[src/hss_pkg.sv]
// Shared types and constants for the Hermite spline sampler.
// No dependencies; the sampler, controller and datapath files import this package.
package hss_pkg;

	localparam int AXES     = 3;
	localparam int WIN      = 3;
	localparam int Q14_ONE  = 16384;
	// signed width that holds one plus or minus a 16-bit Q1.14 register
	localparam int BW       = 18;
	localparam int REG_W    = 16;
	localparam int STEPS_W  = 7;
	localparam int IDX_W    = 2;

	localparam logic [IDX_W-1:0] REG_TENSION = 2'd0;
	localparam logic [IDX_W-1:0] REG_BIAS    = 2'd1;
	localparam logic [IDX_W-1:0] REG_STEPS   = 2'd2;

	// controller to datapath commands
	typedef struct packed {
		logic accept;
		logic tan_a;
		logic tan_b;
		logic tan_c;
		logic k_a;
		logic k_b;
		logic coef;
		logic mul;
		logic sum;
		logic prep;
		logic div_step;
		logic fin;
		logic next_k;
	} hss_cmd_t;

	// datapath to controller status
	typedef struct packed {
		logic compute;
		logic last;
	} hss_sts_t;

endpackage

[src/hss_ctrl.sv]
// Sequencer for the sampler: tangent setup, per-sample coefficient,
// multiply and divide phases, output handshake. Depends on hss_pkg.
module hss_ctrl #(
	parameter int CW = 16
) (
	input  logic              clk,
	input  logic              arst_n,
	input  logic              in_valid,
	output logic              in_ready,
	output logic              out_valid,
	input  logic              out_ready,
	input  hss_pkg::hss_sts_t sts,
	output hss_pkg::hss_cmd_t cmd
);
	import hss_pkg::*;

	localparam int CNTW = $clog2(CW);

	typedef enum logic [3:0] {
		ST_IDLE, ST_TAN_A, ST_TAN_B, ST_TAN_C, ST_K_A, ST_K_B, ST_COEF,
		ST_MUL, ST_SUM, ST_PREP, ST_DIV, ST_FIN, ST_OUT
	} state_t;

	state_t            state_q;
	logic [CNTW-1:0]   cnt_q;
	logic              in_xfer;
	logic              out_xfer;

	assign in_ready = (state_q == ST_IDLE);
	assign in_xfer  = in_valid && in_ready;
	assign out_xfer = out_valid && out_ready;

	// commands decoded from state and from the input and output handshakes
	always_comb begin
		cmd          = '0;
		cmd.accept   = in_xfer;
		cmd.tan_a    = (state_q == ST_TAN_A);
		cmd.tan_b    = (state_q == ST_TAN_B);
		cmd.tan_c    = (state_q == ST_TAN_C);
		cmd.k_a      = (state_q == ST_K_A);
		cmd.k_b      = (state_q == ST_K_B);
		cmd.coef     = (state_q == ST_COEF);
		cmd.mul      = (state_q == ST_MUL);
		cmd.sum      = (state_q == ST_SUM);
		cmd.prep     = (state_q == ST_PREP);
		cmd.div_step = (state_q == ST_DIV);
		cmd.fin      = (state_q == ST_FIN);
		cmd.next_k   = out_xfer && !sts.last;
	end

	// state, division count and output valid
	always_ff @(posedge clk or negedge arst_n) begin
		if (!arst_n) begin
			state_q   <= ST_IDLE;
			cnt_q     <= '0;
			out_valid <= 1'b0;
		end else begin
			unique case (state_q)
				ST_IDLE: begin
					if (in_xfer && sts.compute) state_q <= ST_TAN_A;
				end
				ST_TAN_A: state_q <= ST_TAN_B;
				ST_TAN_B: state_q <= ST_TAN_C;
				ST_TAN_C: state_q <= ST_K_A;
				ST_K_A:   state_q <= ST_K_B;
				ST_K_B:   state_q <= ST_COEF;
				ST_COEF:  state_q <= ST_MUL;
				ST_MUL:   state_q <= ST_SUM;
				ST_SUM:   state_q <= ST_PREP;
				ST_PREP: begin
					cnt_q   <= CNTW'(CW - 1);
					state_q <= ST_DIV;
				end
				ST_DIV: begin
					if (cnt_q == '0) state_q <= ST_FIN;
					else cnt_q <= cnt_q - 1'b1;
				end
				ST_FIN: begin
					out_valid <= 1'b1;
					state_q   <= ST_OUT;
				end
				ST_OUT: begin
					if (out_xfer) begin
						out_valid <= 1'b0;
						state_q   <= sts.last ? ST_IDLE : ST_K_A;
					end
				end
				default: state_q <= ST_IDLE;
			endcase
		end
	end

endmodule

[config.mk]
export PLATFORM = sky130hd
export DESIGN_NAME = hss_ctrl
export DESIGN_NICKNAME = d
export VERILOG_FILES = /design/src/hss_pkg.sv /design/src/hss_ctrl.sv
export SDC_FILE = /design/constraint.sdc
export NUM_CORES = 1
export LEC_CHECK = 0
export BUFFER_PORTS_ARGS = -buffer_cell sky130_fd_sc_hd__buf_4
export CAP_MARGIN = 20
export CORE_AREA = 2 2 39 41
export CTS_CLUSTER_DIAMETER = 80
export DETAILED_ROUTE_END_ITERATION = 6
export DIE_AREA = 0 0 41 43
export GPL_TIMING_DRIVEN = 0
export PLACE_DENSITY_LB_ADDON = 0.2
export RECOVER_POWER = 100
export SETUP_SLACK_MARGIN = 0.3
export SYNTH_ARGS = -nofsm -noshare
export SYNTH_HDL_FRONTEND = slang
export SYNTH_SLANG_ARGS = --single-unit
export TNS_END_PERCENT = 100
[constraint.sdc]
create_clock -name clk -period 2.9 [get_ports clk]
set_clock_uncertainty 0.2 [all_clocks]
set_input_delay 0.145 -clock clk [delete_from_list [all_inputs] [get_ports clk]]
set_output_delay 0.145 -clock clk [all_outputs]
set_load 0.03 [all_outputs]
==> impl_metrics.py <==
metrics = {
    "outcome": {
        "outcome": "complete, no violations",
    },
    "placement": {
        "placed_area_um2": 790,
        "place_ws_ns": 1.04,
        "dpl.hpwl_um": 1140,
        "numPortBuffers": 20,
        "gp_congestion": 0.771,
    },
    "sta": {
        "min_period_ns": 2.13,
        "slew_headroom": 0.655,
        "setup_violations": 0,
        "setup_ws_ns": 0.774,
        "worst_pin_slew_ns": 0.517,
        "min_period_over_period": 0.733,
        "finalSetupTns_ns": 0,
        "finalMaxSlewViolations": 0,
        "fmax_ghz": 0.470,
        "rsz0062_at_grt": "false",
        "hold_viol": 0,
    },
    "finish": {
        "regArea_um2": 225,
        "syn2layout_area_growth_pct": 24.8,
        "drive_above_1_share": 0.0990,
        "multi_input_area_um2": 360,
        "fin_nets": 109,
        "nFillCells": 154,
        "final_area_um2": 773,
        "num_antenna_cells": 0,
    },
    "worst_setup_path": {
        "r2r_setup_slack_ns": 1.02,
        "critPathKind": "flip-flop to primary output",
        "worstSetupEndpoint": "cmd[5]",
        "critPathArrivalTime_ns": 1.78,
        "crit_path_end_kind": "primary output",
        "start_kind": "flip-flop",
        "critPathLaunch": "state_q[1]$_DFFE_PN0P_",
        "path_max_fanout": 10,
        "rr_worst_depth": 5,
        "reg2reg_to": "state_q[0]$_DFFE_PN0P_",
        "worstPathRequired_ns": 2.56,
        "r2r-start": "cnt_q[0]$_DFFE_PN0P_",
    },
    "global_route": {
        "grt_max_degree": 11,
        "grt_util_all_layers": 0.230,
        "grt_pass1_wl_um": 2730,
        "first_global_vias": 619,
        "antenna_found_initial": 0,
        "gr-total-overflow": 0,
    },
    "routing": {
        "drtPass1Iterations": 4,
        "initialDrtViolationCount": 19,
        "viasPerCell": 5.82,
        "postRouteAntennaNets": 0,
        "wl_per_cell_um": 14.1,
        "drc_errors": 0,
        "routed_wl_um": 1650,
        "vias": 681,
    },
    "pwr": {
        "p_per_area_mw_per_mm2": 1130,
        "max-vdd-ir-drop_mv": 0.474,
        "pwr-share-seq": 0.266,
        "power.leakage_nw": 0.317,
        "power_switching_mw": 0.476,
        "combPwrFrac": 0.613,
        "internal_power_mw": 0.401,
        "pwr-share-clk": 0.121,
        "switching_share": 0.543,
        "total_power_mw": 0.877,
    },
    "clock_network": {
        "insertion_delay_ns": 0.28,
        "cts_tree": "yes",
        "cts_buffers": 3,
        "cts_setup_buffers": 0,
        "cts.sinks": 9,
        "ctsRootBufferMaster": "clkbuf_4",
        "clk_path_buf_depth": 2,
        "htreeDepth": 1,
        "cts.clk_slew.worst_paths_ns": 0.07,
    },
    "floorplan": {
        "pin_count": 21,
        "initial_core_util": 0.448,
        "rows": 14,
        "core_mm2": 0.00138,
        "die_y_um": 43,
        "die_x_um": 41,
        "die_area_mm2": 0.00176,
    },
    "synth": {
        "avgSynthCellArea_um2": 8.15,
        "yosysWarnings": 0,
        "async_flop_share": 1.00,
        "ys.flop_type": "dfrtp_1",
        "synth.net_count": 83,
        "synth_top_area_share": 0.364,
        "yosys.area.top_type": "dfrtp_1",
        "ys_seq_area_frac": 0.364,
        "synth_cells": 76,
        "synthTopCellsByArea": "dfrtp_1 (36%), nor2_1 (5.5%), nor3_1 (4.8%), a21oi_1 (4.0%), nand2b_1 (4.0%)",
        "synth.distinct_cells": 32,
        "syn-cell-area_um2": 619,
        "synth_seq_cells": 9,
        "synth_edf_count": 0,
    },
    "hold_path": {
        "holdCritPathClass": "input port to flip-flop",
        "whs_path_depth": 4,
    },
    "flow_run": {
        "drv_cap": 0,
    },
}
[layout make-up]
| cell class | instances | share of cell area |
|---|---|---|
| Buffer | 6 | 0.0340 |
| Clock buffer | 4 | 0.0340 |
| Multi-Input combinational cell | 59 | 0.466 |
| Tap cell | 16 | 0.0259 |
| Inverter | 2 | 0.00971 |
| Timing Repair Buffer | 21 | 0.139 |
| Sequential cell | 9 | 0.291 |
[through the flow]
| step | hold WS [ns] | instances | util |
|---|---|---|---|
| after CTS | 0.0191 | 117 | 0.597 |
| final | 0.0325 | 117 | 0.559 |
| after global placement | -0.223 | 112 | 0.571 |
| after floorplan | -0.351 | 76 | - |
| after detailed placement | -0.219 | 112 | 0.571 |
| after global routing | 0.137 | 117 | 0.559 |
[Yosys cell counts (2+ instances only)]
cell type / count
dfrtp_1: 9
nor2_1: 9
nor3_1: 6
a21oi_1: 5
clkbuf_1: 5
o21ai_1: 5
nand2b_1: 4
a21o_1: 2
a31oi_1: 2
and2_1: 2
inv_1: 2
nand2_1: 2
nor2b_1: 2
o211ai_1: 2
o21ai_0: 2
[flip-flops by register name (all words and copies together) (netlist names)]
register and flops:
cnt_q 4, state_q 4, out_valid 1
[power groups by stage]
stage / sequential, mW / clock (mW) / combinational, mW
3_5_place_dp: 0.233 / 0 / 0.584
4_1_cts: 0.231 / 0.107 / 0.588
5_1_grt: 0.243 / 0.111 / 0.598
3_3_place_gp: 0.232 / 0 / 0.579
2_1_floorplan: 0.226 / 0 / 0.412
6_report: 0.233 / 0.106 / 0.538
[layer usage]
layer	up-vias	global-route usage	wire length, um
met1	327	0.285	695
met5	-	0	0
met2	22	0.347	848
met4	0	0.127	34
li1	328	-	-
met3	4	0.0576	68
[placed cells by master, fill, tap and decap left out, drive strengths merged]
cell         instances
clkbuf              23
nor2                 9
dfrtp                9
buf                  7
o21ai                7
nor3                 6
a21oi                5
nand2b               4
inv                  2
nand2                2
nor2b                2
o211ai               2
a31oi                2
a21o                 2
and2                 2
or2                  1
and4bb               1
a311oi               1
nand4b               1
or2b                 1
or3b                 1
and3                 1
nand4bb              1
nand3                1
or4                  1
nor3b                1
a41o                 1
a22oi                1
a2111oi              1
a211oi               1
ha                   1
dlygate4sd3          1
[what timing repair did]
| item | 4_1_cts | 5_1_grt |
|---|---|---|
| hold endpoints to repair | 9 | 0 |
| resized for setup | 0 | 0 |
| hold buffers | 1 | 0 |
[worst min path at each step]
stage | startpoint | to | slack, ns
after CTS | out_ready | out_valid$_DFFE_PN0P_ | 0.02
after global placement | arst_n | cnt_q[3]$_DFFE_PN0P_ | -0.22
final | out_ready | out_valid$_DFFE_PN0P_ | 0.03
after detailed placement | arst_n | cnt_q[0]$_DFFE_PN0P_ | -0.22
after floorplan | arst_n | cnt_q[0]$_DFFE_PN0P_ | -0.35
after global routing | sts[0] | state_q[2]$_DFFE_PN0P_ | 0.14
[cells by family after synthesis]
logic type               share of synthesized area
AO/OA/AOI/OAI                                0.234
flip-flops                                   0.364
AND/OR/NAND/NOR                              0.327
adder cells (fa/ha/maj)                     0.0202
buffers and inverters                       0.0546
[critical path, stage by stage (launching register included)]
cell      delay (ns)
dfrtp_1         0.42
clkbuf_1        0.37
nand2_1         0.22
nor2_1          0.18
clkbuf_1        0.32
Power figures use the tool's default switching activity.
